$ cat src/hw/rtl/sha1_stream_hash_assert.svh
// ----------------------------------------------------------------------------
// sha1_stream_hash_assert.svh
// Assertion macros shared by the hash block's modules.
// ----------------------------------------------------------------------------
`ifndef SHA1_STREAM_HASH_ASSERT_SVH
`define SHA1_STREAM_HASH_ASSERT_SVH

// Same-cycle implication, checked out of reset.
`define SSH_ASSERT_IMP(label, clk, rst_n, ante, cons) \
    label: assert property (@(posedge clk) disable iff (!(rst_n)) (ante) |-> (cons)) \
        else $error("%m: assertion failed");

// Next-cycle implication, checked out of reset.
`define SSH_ASSERT_NXT(label, clk, rst_n, ante, cons) \
    label: assert property (@(posedge clk) disable iff (!(rst_n)) (ante) |=> (cons)) \
        else $error("%m: assertion failed");

`endif

$ cat src/hw/rtl/sha1sh_pkg.sv
// ----------------------------------------------------------------------------
// sha1sh_pkg
// Types, constants and round functions of the SHA-1 stream hash block.
// ----------------------------------------------------------------------------
package sha1sh_pkg;

    typedef logic [4:0][31:0] t_chain;   // element 0 is h0

    localparam t_chain CHAIN_IV = '{
        32'hC3D2E1F0, 32'h10325476, 32'h98BADCFE, 32'hEFCDAB89, 32'h67452301
    };

    localparam logic [31:0] K_R0 = 32'h5A827999;
    localparam logic [31:0] K_R1 = 32'h6ED9EBA1;
    localparam logic [31:0] K_R2 = 32'h8F1BBCDC;
    localparam logic [31:0] K_R3 = 32'hCA62C1D6;

    localparam logic [7:0] PAD_BYTE  = 8'h80;
    localparam logic [6:0] LAST_ROUND = 7'd79;
    localparam logic [5:0] LEN_POS   = 6'd56;   // first byte of the length field
    localparam logic [2:0] LAST_IDX  = 3'd4;
    localparam logic [2:0] MAX_BYTES = 3'd4;

    // One queued item: word, clamped byte count, last mark.
    typedef struct packed {
        logic [31:0] word;
        logic [2:0]  cnt;
        logic        last;
    } t_qent;

    // Requests from the sequencer to the compression unit.
    typedef struct packed {
        logic start;
        logic init;
    } t_core_ctl;

    function automatic logic [31:0] rotl(input logic [31:0] x, input logic [4:0] n);
        logic [63:0] d;
        d = {x, x} << n;
        return d[63:32];
    endfunction

    function automatic logic [31:0] f_round(input logic [6:0] rnd, input logic [31:0] b,
                                            input logic [31:0] c, input logic [31:0] d);
        logic [31:0] f;
        if (rnd < 7'd20) begin
            f = (b & c) | (~b & d);
        end else if (rnd < 7'd40) begin
            f = b ^ c ^ d;
        end else if (rnd < 7'd60) begin
            f = (b & c) | (b & d) | (c & d);
        end else begin
            f = b ^ c ^ d;
        end
        return f;
    endfunction

    function automatic logic [31:0] k_round(input logic [6:0] rnd);
        logic [31:0] k;
        if (rnd < 7'd20) begin
            k = K_R0;
        end else if (rnd < 7'd40) begin
            k = K_R1;
        end else if (rnd < 7'd60) begin
            k = K_R2;
        end else begin
            k = K_R3;
        end
        return k;
    endfunction

endpackage

$ cat src/hw/rtl/sha1sh_front.sv
// ----------------------------------------------------------------------------
// sha1sh_front
// Input side: clamps the byte count, drops empty non-last items and queues
// the rest for the block sequencer.
// ----------------------------------------------------------------------------
`include "sha1_stream_hash_assert.svh"

module sha1sh_front
    import sha1sh_pkg::*;
#(
    parameter int DEPTH = 4
) (
    input  logic        i_clk,
    input  logic        i_rst_n,
    input  logic        i_valid,
    output logic        o_stall,
    input  logic [31:0] i_message_word,
    input  logic [2:0]  i_bytes_valid,
    input  logic        i_last,
    output logic        o_q_valid,
    output t_qent       o_q_item,
    input  logic        i_q_pop
);

    localparam int PW = (DEPTH > 1) ? $clog2(DEPTH) : 1;
    localparam int CW = $clog2(DEPTH + 1);

    t_qent          r_mem [DEPTH];
    logic [PW-1:0]  r_wptr;
    logic [PW-1:0]  r_rptr;
    logic [CW-1:0]  r_count;
    logic [2:0]     cnt;
    logic           push;
    logic           pop;

    assign cnt     = (i_bytes_valid > MAX_BYTES) ? MAX_BYTES : i_bytes_valid;
    assign o_stall = (r_count == CW'(DEPTH));
    // an empty word that does not end the message changes nothing
    assign push    = i_valid && !o_stall && ((cnt != 3'd0) || i_last);
    assign o_q_valid = (r_count != '0);
    assign pop     = i_q_pop && o_q_valid;
    assign o_q_item = r_mem[r_rptr];

    always_ff @(posedge i_clk) begin
        if (push) begin
            r_mem[r_wptr] <= '{word: i_message_word, cnt: cnt, last: i_last};
        end
    end

    always_ff @(posedge i_clk) begin
        if (!i_rst_n) begin
            r_wptr  <= '0;
            r_rptr  <= '0;
            r_count <= '0;
        end else begin
            if (push) begin
                r_wptr <= (r_wptr == PW'(DEPTH - 1)) ? '0 : r_wptr + 1'b1;
            end
            if (pop) begin
                r_rptr <= (r_rptr == PW'(DEPTH - 1)) ? '0 : r_rptr + 1'b1;
            end
            case ({push, pop})
                2'b10:   r_count <= r_count + 1'b1;
                2'b01:   r_count <= r_count - 1'b1;
                default: r_count <= r_count;
            endcase
        end
    end

    `SSH_ASSERT_IMP(a_q_bound, i_clk, i_rst_n, 1'b1, r_count <= CW'(DEPTH))

endmodule

$ cat src/hw/rtl/sha1sh_core.sv
// ----------------------------------------------------------------------------
// sha1sh_core
// SHA-1 compression: one round per cycle over a 16-word schedule window,
// then the chaining update.
// ----------------------------------------------------------------------------
`include "sha1_stream_hash_assert.svh"

module sha1sh_core
    import sha1sh_pkg::*;
(
    input  logic         i_clk,
    input  logic         i_rst_n,
    input  t_core_ctl    i_ctl,
    input  logic [511:0] i_block,
    output logic         o_busy,
    output t_chain       o_chain
);

    t_chain            r_h;
    logic [31:0]       r_a, r_b, r_c, r_d, r_e;
    logic [15:0][31:0] r_w;
    logic [6:0]        r_round;
    logic              r_run;
    logic              r_add;
    logic [31:0]       t_sum;

    assign t_sum   = rotl(r_a, 5'd5) + f_round(r_round, r_b, r_c, r_d) + r_e
                     + k_round(r_round) + r_w[0];
    assign o_busy  = r_run || r_add;
    assign o_chain = r_h;

    always_ff @(posedge i_clk) begin
        if (i_ctl.start) begin
            r_a <= r_h[0];
            r_b <= r_h[1];
            r_c <= r_h[2];
            r_d <= r_h[3];
            r_e <= r_h[4];
            for (int j = 0; j < 16; j++) begin
                r_w[j] <= i_block[511 - 32*j -: 32];
            end
        end else if (r_run) begin
            r_a <= t_sum;
            r_b <= r_a;
            r_c <= rotl(r_b, 5'd30);
            r_d <= r_c;
            r_e <= r_d;
            for (int j = 0; j < 15; j++) begin
                r_w[j] <= r_w[j+1];
            end
            r_w[15] <= rotl(r_w[13] ^ r_w[8] ^ r_w[2] ^ r_w[0], 5'd1);
        end
    end

    always_ff @(posedge i_clk) begin
        if (!i_rst_n) begin
            r_run   <= 1'b0;
            r_add   <= 1'b0;
            r_round <= '0;
            r_h     <= CHAIN_IV;
        end else begin
            if (i_ctl.init) begin
                r_h <= CHAIN_IV;
            end
            if (i_ctl.start) begin
                r_run   <= 1'b1;
                r_round <= '0;
            end else if (r_run) begin
                r_round <= r_round + 1'b1;
                if (r_round == LAST_ROUND) begin
                    r_run <= 1'b0;
                    r_add <= 1'b1;
                end
            end else if (r_add) begin
                r_add <= 1'b0;
                r_h[0] <= r_h[0] + r_a;
                r_h[1] <= r_h[1] + r_b;
                r_h[2] <= r_h[2] + r_c;
                r_h[3] <= r_h[3] + r_d;
                r_h[4] <= r_h[4] + r_e;
            end
        end
    end

    `SSH_ASSERT_NXT(a_round_done, i_clk, i_rst_n, r_run && r_round == LAST_ROUND,
                    r_add && !r_run)

endmodule

$ cat src/hw/rtl/sha1sh_back.sv
// ----------------------------------------------------------------------------
// sha1sh_back
// Block sequencer: packs queued bytes into the 64-byte block, pads the
// final block, starts compressions and streams out the digest words.
// ----------------------------------------------------------------------------
`include "sha1_stream_hash_assert.svh"

module sha1sh_back
    import sha1sh_pkg::*;
(
    input  logic         i_clk,
    input  logic         i_rst_n,
    input  logic         i_q_valid,
    input  t_qent        i_q_item,
    output logic         o_q_pop,
    output t_core_ctl    o_core,
    output logic [511:0] o_block,
    input  logic         i_busy,
    input  t_chain       i_chain,
    output logic         o_valid,
    input  logic         i_stall,
    output logic [31:0]  o_digest_word,
    output logic [2:0]   o_word_index,
    output logic         o_digest_last
);

    typedef enum logic [2:0] {
        S_IDLE,
        S_WRITE,
        S_PAD,
        S_PAD2,
        S_FIN,
        S_OUT
    } t_state;

    t_state            r_state;
    logic [63:0][7:0]  r_buf;      // block byte p sits at element 63-p
    logic [63:0][7:0]  n_blk;
    logic [5:0]        r_fill;
    logic [63:0]       r_len;
    logic [31:0]       r_word;
    logic [2:0]        r_cnt;
    logic              r_last;
    logic [2:0]        r_oidx;
    logic              r_ovalid;
    logic [31:0]       r_oword;
    logic [2:0]        r_oidx_out;
    logic              r_olast;

    logic [6:0]        sum;
    logic              full;
    logic [2:0]        spill;
    logic [2:0]        wrote;
    logic              go;
    logic              out_load;
    logic [6:0]        rel;
    logic [31:0]       sh_word;

    assign sum   = {1'b0, r_fill} + {4'b0, r_cnt};
    assign full  = sum[6];
    assign spill = sum[2:0];
    assign wrote = full ? (r_cnt - spill) : r_cnt;
    assign out_load = (r_state == S_OUT) && (!r_ovalid || !i_stall);

    always_comb begin
        n_blk   = r_buf;
        go      = 1'b0;
        rel     = '0;
        sh_word = '0;
        unique case (r_state)
            S_WRITE: begin
                for (int p = 0; p < 64; p++) begin
                    rel     = 7'(p) - {1'b0, r_fill};
                    sh_word = r_word << {rel[1:0], 3'b000};
                    if ((7'(p) >= {1'b0, r_fill}) && (rel < {4'b0, r_cnt})) begin
                        n_blk[63-p] = sh_word[31:24];
                    end
                end
                go = !full || !i_busy;
            end
            S_PAD, S_PAD2: begin
                for (int p = 0; p < 64; p++) begin
                    if (r_state == S_PAD2) begin
                        n_blk[63-p] = 8'h00;
                    end else if (7'(p) == {1'b0, r_fill}) begin
                        n_blk[63-p] = PAD_BYTE;
                    end else if (7'(p) > {1'b0, r_fill}) begin
                        n_blk[63-p] = 8'h00;
                    end
                    // length goes in only when the pad left room for it
                    if ((p >= 56) && ((r_state == S_PAD2) || (r_fill < LEN_POS))) begin
                        n_blk[63-p] = r_len[8*(63-p) +: 8];
                    end
                end
                go = !i_busy;
            end
            default: ;
        endcase
    end

    assign o_block     = n_blk;
    assign o_core.start = go && ((r_state == S_PAD) || (r_state == S_PAD2) ||
                                 ((r_state == S_WRITE) && full));
    assign o_core.init = out_load && (r_oidx == LAST_IDX);
    assign o_q_pop     = (r_state == S_IDLE) && i_q_valid;

    always_ff @(posedge i_clk) begin
        if (!i_rst_n) begin
            r_state  <= S_IDLE;
            r_fill   <= '0;
            r_len    <= '0;
            r_oidx   <= '0;
            r_ovalid <= 1'b0;
        end else begin
            if (out_load) begin
                r_ovalid <= 1'b1;
            end else if (!i_stall) begin
                r_ovalid <= 1'b0;
            end
            unique case (r_state)
                S_IDLE: begin
                    if (i_q_valid) begin
                        r_word  <= i_q_item.word;
                        r_cnt   <= i_q_item.cnt;
                        r_last  <= i_q_item.last;
                        r_state <= S_WRITE;
                    end
                end
                S_WRITE: begin
                    if (go) begin
                        r_buf  <= n_blk;
                        r_fill <= full ? 6'd0 : sum[5:0];
                        r_len  <= r_len + {58'b0, wrote, 3'b000};
                        if (full && (spill != 3'd0)) begin
                            // rest of the word opens the next block
                            r_word <= r_word << {wrote, 3'b000};
                            r_cnt  <= spill;
                        end else if (r_last) begin
                            r_state <= S_PAD;
                        end else begin
                            r_state <= S_IDLE;
                        end
                    end
                end
                S_PAD: begin
                    if (go) begin
                        r_state <= (r_fill < LEN_POS) ? S_FIN : S_PAD2;
                    end
                end
                S_PAD2: begin
                    if (go) begin
                        r_state <= S_FIN;
                    end
                end
                S_FIN: begin
                    if (!i_busy) begin
                        r_oidx  <= '0;
                        r_state <= S_OUT;
                    end
                end
                S_OUT: begin
                    if (out_load) begin
                        r_oword    <= i_chain[r_oidx];
                        r_oidx_out <= r_oidx;
                        r_olast    <= (r_oidx == LAST_IDX);
                        r_oidx     <= r_oidx + 1'b1;
                        if (r_oidx == LAST_IDX) begin
                            r_fill  <= '0;
                            r_len   <= '0;
                            r_state <= S_IDLE;
                        end
                    end
                end
                default: r_state <= S_IDLE;
            endcase
        end
    end

    assign o_valid       = r_ovalid;
    assign o_digest_word = r_oword;
    assign o_word_index  = r_oidx_out;
    assign o_digest_last = r_olast;

    `SSH_ASSERT_IMP(a_start_idle, i_clk, i_rst_n, o_core.start, !i_busy)
    `SSH_ASSERT_IMP(a_out_core_idle, i_clk, i_rst_n, r_state == S_OUT, !i_busy)
    `SSH_ASSERT_IMP(a_last_tag, i_clk, i_rst_n, r_ovalid,
                    r_olast == (r_oidx_out == LAST_IDX))

endmodule

$ cat src/hw/rtl/sha1_stream_hash.sv
// ----------------------------------------------------------------------------
// sha1_stream_hash
// Streaming SHA-1: byte-counted big-endian words in, five digest words out.
// ----------------------------------------------------------------------------
// Items queue in a short input FIFO; the sequencer moves one queued word at a
// time into the 64-byte block, taking the next only once the last is written,
// and the compression unit runs one round per cycle while the next block
// fills. Sustained rate is therefore set by the compression unit. A last item
// adds one compression (two when fewer than 9 bytes are free after the data)
// plus five digest words out; items of the next message may queue while the
// digest drains.
// ----------------------------------------------------------------------------
module sha1_stream_hash
    import sha1sh_pkg::*;
#(
    parameter int QUEUE_DEPTH = 4
) (
    input  logic        i_clk,
    input  logic        i_rst_n,
    input  logic        i_valid,
    output logic        o_stall,
    input  logic [31:0] i_message_word,
    input  logic [2:0]  i_bytes_valid,
    input  logic        i_last,
    output logic        o_valid,
    input  logic        i_stall,
    output logic [31:0] o_digest_word,
    output logic [2:0]  o_word_index,
    output logic        o_digest_last
);

    logic         q_valid;
    t_qent        q_item;
    logic         q_pop;
    t_core_ctl    core_ctl;
    logic [511:0] core_block;
    logic         core_busy;
    t_chain       chain;

    sha1sh_front #(
        .DEPTH (QUEUE_DEPTH)
    ) u_front (
        .i_clk          (i_clk),
        .i_rst_n        (i_rst_n),
        .i_valid        (i_valid),
        .o_stall        (o_stall),
        .i_message_word (i_message_word),
        .i_bytes_valid  (i_bytes_valid),
        .i_last         (i_last),
        .o_q_valid      (q_valid),
        .o_q_item       (q_item),
        .i_q_pop        (q_pop)
    );

    sha1sh_core u_core (
        .i_clk   (i_clk),
        .i_rst_n (i_rst_n),
        .i_ctl   (core_ctl),
        .i_block (core_block),
        .o_busy  (core_busy),
        .o_chain (chain)
    );

    sha1sh_back u_back (
        .i_clk         (i_clk),
        .i_rst_n       (i_rst_n),
        .i_q_valid     (q_valid),
        .i_q_item      (q_item),
        .o_q_pop       (q_pop),
        .o_core        (core_ctl),
        .o_block       (core_block),
        .i_busy        (core_busy),
        .i_chain       (chain),
        .o_valid       (o_valid),
        .i_stall       (i_stall),
        .o_digest_word (o_digest_word),
        .o_word_index  (o_word_index),
        .o_digest_last (o_digest_last)
    );

endmodule

$ cat config.mk
export PLATFORM = sky130hd
export DESIGN_NAME = sha1_stream_hash
export DESIGN_NICKNAME = d
export VERILOG_FILES = /design/src/hw/rtl/sha1sh_pkg.sv /design/src/hw/rtl/sha1sh_front.sv /design/src/hw/rtl/sha1sh_core.sv /design/src/hw/rtl/sha1sh_back.sv /design/src/hw/rtl/sha1_stream_hash.sv
export VERILOG_INCLUDE_DIRS = /design/src /design/src/hw/rtl
export SDC_FILE = /design/constraint.sdc
export NUM_CORES = 2
export LEC_CHECK = 0
export ABC_AREA = 0
export CAP_MARGIN = 20
export CORE_ASPECT_RATIO = 0.7
export CORE_MARGIN = 5
export CORE_UTILIZATION = 43
export CTS_CLUSTER_DIAMETER = 30
export DETAILED_ROUTE_END_ITERATION = 10
export DONT_BUFFER_PORTS = 1
export MAX_ROUTING_LAYER = met4
export PLACE_DENSITY = 0.67
export SETUP_SLACK_MARGIN = 0.02
export SYNTH_ARGS = -nofsm -noshare
export SYNTH_HDL_FRONTEND = slang
export SYNTH_HIERARCHICAL = 1
export SYNTH_SLANG_ARGS = --single-unit
$ cat constraint.sdc
create_clock -name i_clk -period 54 [get_ports i_clk]
set_clock_uncertainty 0.1 [all_clocks]
set_input_delay 10.8 -clock i_clk [delete_from_list [all_inputs] [get_ports i_clk]]
set_output_delay 10.8 -clock i_clk [all_outputs]
set_load 0.01 [all_outputs]
# Word level (Yosys, flattened, before mapping)
# Memories as Yosys holds them, arrays and structs flattened. A register that Yosys moved wholly into a read port is not among the register bits.
# Cells that the tools add are included.
# Widths: inputs -> output; s select.
[op_classes]
add_sub_neg = 82
n_lt_le_gt_ge = 196
eq_ne = 86
n_shift = 65
mux = 336
bitwise = 15
n_reduce_logical = 104
[op_table]
columns = ["cell", "n"]
rows = [
  ["$mux 8", 263],
  ["$shl 32x5->32", 64],
  ["$mux 512", 2],
  ["$pmux 512 s2", 1],
  ["$mux 160", 4],
  ["$mux 32", 19],
  ["$lt 7x3->1", 64],
  ["$add 32x32->32", 9],
  ["$sub 6x6->7 const A", 32],
  ["$eq 6x6->1 const A", 32],
  ["$gt 6x6->1 const A", 32],
  ["$mux 64", 3],
  ["$ge 6x6->1 const A", 31],
  ["$xor 32x32->32", 5],
  ["$and 32x32->32", 4],
  ["$pmux 64 s2", 1],
  ["$sub 5x6->7 const A", 16],
  ["$bmux 32 s3", 1],
  ["$eq 5x6->1 const A", 16],
  ["$ge 5x6->1 const A", 16],
  ["$gt 5x6->1 const A", 16],
  ["$or 32x32->32", 3],
  ["$logic_and 1x1->1", 72],
  ["$add 64x6->64", 1],
  ["other kinds (60)", 177],
]
[totals]
register_bits = 1509
ramBits = 144
input_bits = 40
wordCells = 992
memories = 1
[memory_table]
columns = ["memory", "words", "width", "rd", "rd_ports_with_merged_regs", "write_ports", "line", "rtl"]
rows = [
  ["u_front.r_mem", 4, 36, 1, 1, 1, "sha1sh_front.sv:28", "t_qent r_mem [DEPTH];"],
]

# Logic depth before layout (Yosys ltp)
[logic_depth]
word_depth = 12
depth_mapped = 24
mapped_depth_nobuf = 22

# By module
# Netlist, hierarchy kept.
[by_module_without_submodules]
columns = ["mod", "instances", "cells_per_inst", "area_each_um2", "seq_area_each_um2"]
rows = [
  ["sha1sh_core", 1, 3943, 47605.7, 23562.6],
  ["sha1sh_back", 1, 3353, 36281.0, 19018.2],
  ["sha1sh_front", 1, 246, 5703.0, 4504.3],
]

# Worst setup path after synthesis
# No wires, ideal clock.
[synth_timing]
kind = "input-to-reg"
start = "input i_rst_n"
end = "register u_back/r_buf[0] (netlist name) (enable)"
arrival_ns = 45.409
required_time_ns = 51.885
slack_ns = 6.476
stages = 2
cell_sequence = "clkinv_1 > nor3_1"
[synth_between]
elab_chain_len = 1
[synth_lines]
columns = ["item", "line", "rtl"]
rows = [
  ["start, declared", "sha1_stream_hash.sv:19", "input logic i_rst_n,"],
  ["$reduce_and 3->1 (no source line)", "n/a", ""],
  ["end signal, assigned", "sha1sh_back.sv:131", "r_buf <= n_blk;"],
  ["end, declared", "sha1sh_back.sv:37", "logic [63:0][7:0] r_buf;"],
]
# Every way passes these cells.
# A chain may end at the register's enable or synchronous reset.

# Worst setup path after layout
[layout_timing]
start = "input i_rst_n"
end = "register u_back/r_buf[148] (netlist name) (enable)"
# The elaborated chain is that of the path after synthesis.

==> flow_metrics.env <==
export IMPL_synth_top_cell_by_area="edfxtp_1"
export IMPL_cts_htree_levels=5
export IMPL_cts_sinks=1652
export IMPL_p_leak_nw=37.0
export IMPL_fin_crit_sh_pct=25.6
export IMPL_die_h_um=392
export IMPL_ys_flop_type="edfxtp_1"
export IMPL_worst_slack_ns=40.20
export IMPL_synthCells=7542
export IMPL_ys_types=112
export IMPL_cp_required_ns=54.32
export IMPL_grt_max_degree=187
export IMPL_vias=67300
export IMPL_crit_path_end_kind="flip-flop"
export IMPL_ys_async_sr_fraction_pct=0
export IMPL_arrival_ns=14.12
export IMPL_start_util_pct=43.2
export IMPL_setup_violations=0
export IMPL_yosysMostFrequentCell="edfxtp_1"
export IMPL_netlist_area_um2=89600
export IMPL_cts_setup_buffers=0
export IMPL_timing_max_cap_violations=0
export IMPL_peakVddDrop_v=0.0000985
export IMPL_grt_pass1_wl_um=434000
export IMPL_worstSetupStartpointType="input port"
export IMPL_p_total_w=0.00785
export IMPL_clkTransAtPathRegs_ns=0.06
export IMPL_worst_pin_slew_ns=1.24
export IMPL_slew_violations=0
export IMPL_route_detailed_drc=0
export IMPL_root_buffer="clkbuf_16"
export IMPL_cp_slowest_cell="buf_4"
export IMPL_syn_area_per_cell_um2=11.9
export IMPL_tritoncts="done"
export IMPL_synth_seq_cells=1652
export IMPL_slew_headroom_pct=17.2
export IMPL_antenna_left=0
export IMPL_dp_final_hpwl_um=201000
export IMPL_portBuffers=0
export IMPL_cpMostUsedCell="buf_4"
export IMPL_fin_nets=8030
export IMPL_yosysWarningCount=6
export IMPL_synth_area_top_cells="edfxtp_1, mux2_2, dfxtp_1"
export IMPL_synth_cells_most_frequent="edfxtp_1, nand2_1, mux2_2"
export IMPL_crit_chain="clkinv_1, nor3_2, buf_4, buf_4, buf_4"
export IMPL_place_congestion=1.02
export IMPL_period_minus_slack_ns=13.80
export IMPL_synth_edf_count=1400
export IMPL_hold_class="reg -> reg"
export IMPL_fmax_ghz=0.0725
export IMPL_grt_pass1_vias=63500
export IMPL_clock_latency_ns=0.88
export IMPL_rows=140
export IMPL_vias_per_cell=6.32
export IMPL_gr_total_overflow=0
export IMPL_first_pass_iters=8
export IMPL_postCtsResizedCells=0
export IMPL_layout_drive_gt1_share_pct=18.7
export IMPL_setup_worst_path_class="in -> reg"
export IMPL_gr_usage_all_layers_pct=27.3
export IMPL_fp_dieW_um=556
export IMPL_hold_buffers=0
export IMPL_synth_fp_nets=7961
export IMPL_ys_seq_area_share_pct=52.6
export IMPL_io_pins=78
export IMPL_status="completed"
export IMPL_pre_cts_ws_ns=39.29
export IMPL_worst_path_largest_cell_delay_ns=0.88
export IMPL_core_area_um2=208000
export IMPL_antenna_found_initial=5
export IMPL_finalSetupTns_ns=0
export IMPL_drt_iter0_drc=10000
export IMPL_cts_buffer_depth=4
export IMPL_area_growth_pct=15.8
export IMPL_synth_top_cell_area_share_pct=46.9
export IMPL_rsz0062_at_grt="no"
export IMPL_wl_per_cell_um=28.1
export IMPL_routed_wl_um=299000
export IMPL_hold_viol=0
export IMPL_p_per_area_nw_per_um2=75.7
export IMPL_cts_buffers=322
export IMPL_cp_max_fo=111
export IMPL_die_area_um2=218000
## final cells by class
class / count / area, um2
fill: 17800 / 104000
inverter: 351 / 1330
tap: 2769 / 3460
clock inverter: 216 / 2520
timing repair buffer: 144 / 1150
multi-input combinational: 5140 / 39700
antenna: 6 / 15.0
sequential: 1652 / 47100
clock buffer: 364 / 8380
## flip-flops by register name, indices dropped and copies added, names as in the netlist, 7 cells and up, named ones only
register	count
u_core/r_w	512
u_core/r_d	32
u_back/o_digest_word	32
u_core/r_b	32
u_back/r_buf	512
u_back/r_len	61
u_core/r_round	7
u_core/r_a	32
u_core/r_c	32
u_core/r_e	32
u_core/o_chain	160
u_back/r_word	32
u_front/r_mem	144
## worst max-delay path, delay by kind of cell
kind	cells	cell delay (ns)
buffers and inverters	4	2.85
and+or+nand+nor	1	0.30
## stage by stage
step	instances	instance area [um2]	hold slack, ns	util, %
2_1_floorplan	7542	89600	0.332	-
3_3_place_gp	10000	92600	0.375	44.6
3_5_place_dp	10000	92700	0.375	44.6
4_1_cts	10600	104000	0.368	49.9
5_1_grt	10600	104000	0.383	50.0
6_report	10600	104000	0.367	50.0
## routing by layer
metal  global-route usage [%]  wire length [um]  vias to the layer above  part of all wire, %
li1                         -                 -                    28800                    -
met1                     40.6            131000                    33700                   44
met2                     35.1            118000                     4269                   39
met3                     8.60             41200                      588                   14
met4                     8.43              9620                        0                  3.2
met5                        -                 0                        -                    0
## power by group
group,total [W],internal [W],switching (W)
Clock,0.00201,0.00130,0.000714
Sequential,0.00218,0.00198,0.000201
Combinational,0.00365,0.00134,0.00232
## placed cells by master (no fill, tap or decap), types with 65 or more instances in the layout
| cell type | count |
|---|---|
| a21o_1 | 107 |
| a21oi_1 | 348 |
| a22o_1 | 195 |
| buf_4 | 130 |
| clkbuf_16 | 325 |
| dfxtp_1 | 244 |
| edfxtp_1 | 1400 |
| fa_1 | 128 |
| ha_1 | 250 |
| inv_1 | 343 |
| mux2_2 | 601 |
| mux2i_1 | 67 |
| mux4_2 | 99 |
| nand2_1 | 605 |
| nand3_1 | 128 |
| nor2_1 | 411 |
| nor2b_1 | 77 |
| nor3_1 | 98 |
| o21ai_0 | 513 |
| o22ai_1 | 65 |
| o2bb2ai_1 | 77 |
| xnor2_1 | 234 |
| xor2_1 | 108 |
## final timing paths
check,from,endpoint,slack (ns),depth (start not counted)
worst max register to register,u_back/r_fill[5]$_SDFFE_PN0P_,u_core/r_w[364]$_DFFE_PP_,45.94,12
worst max-delay path,i_rst_n,u_back/r_buf[148]$_DFFE_PP_,40.20,5
worst min register to register,u_core/r_w[409]$_DFFE_PP_,u_core/r_w[377]$_DFFE_PP_,0.37,1
worst min-delay path,u_core/r_w[409]$_DFFE_PP_,u_core/r_w[377]$_DFFE_PP_,0.37,1
## logic make-up after synthesis
group / count (synthesis) / share of synthesized area [%]
xor+xnor: 342 / 3.34
fa+ha+maj: 380 / 6.38
buf+inv: 750 / 3.23
compound gates: 1890 / 14.3
simple gates: 1760 / 9.42
flops: 1652 / 52.6
mux: 768 / 10.8
Power figures use the tool's default switching activity.
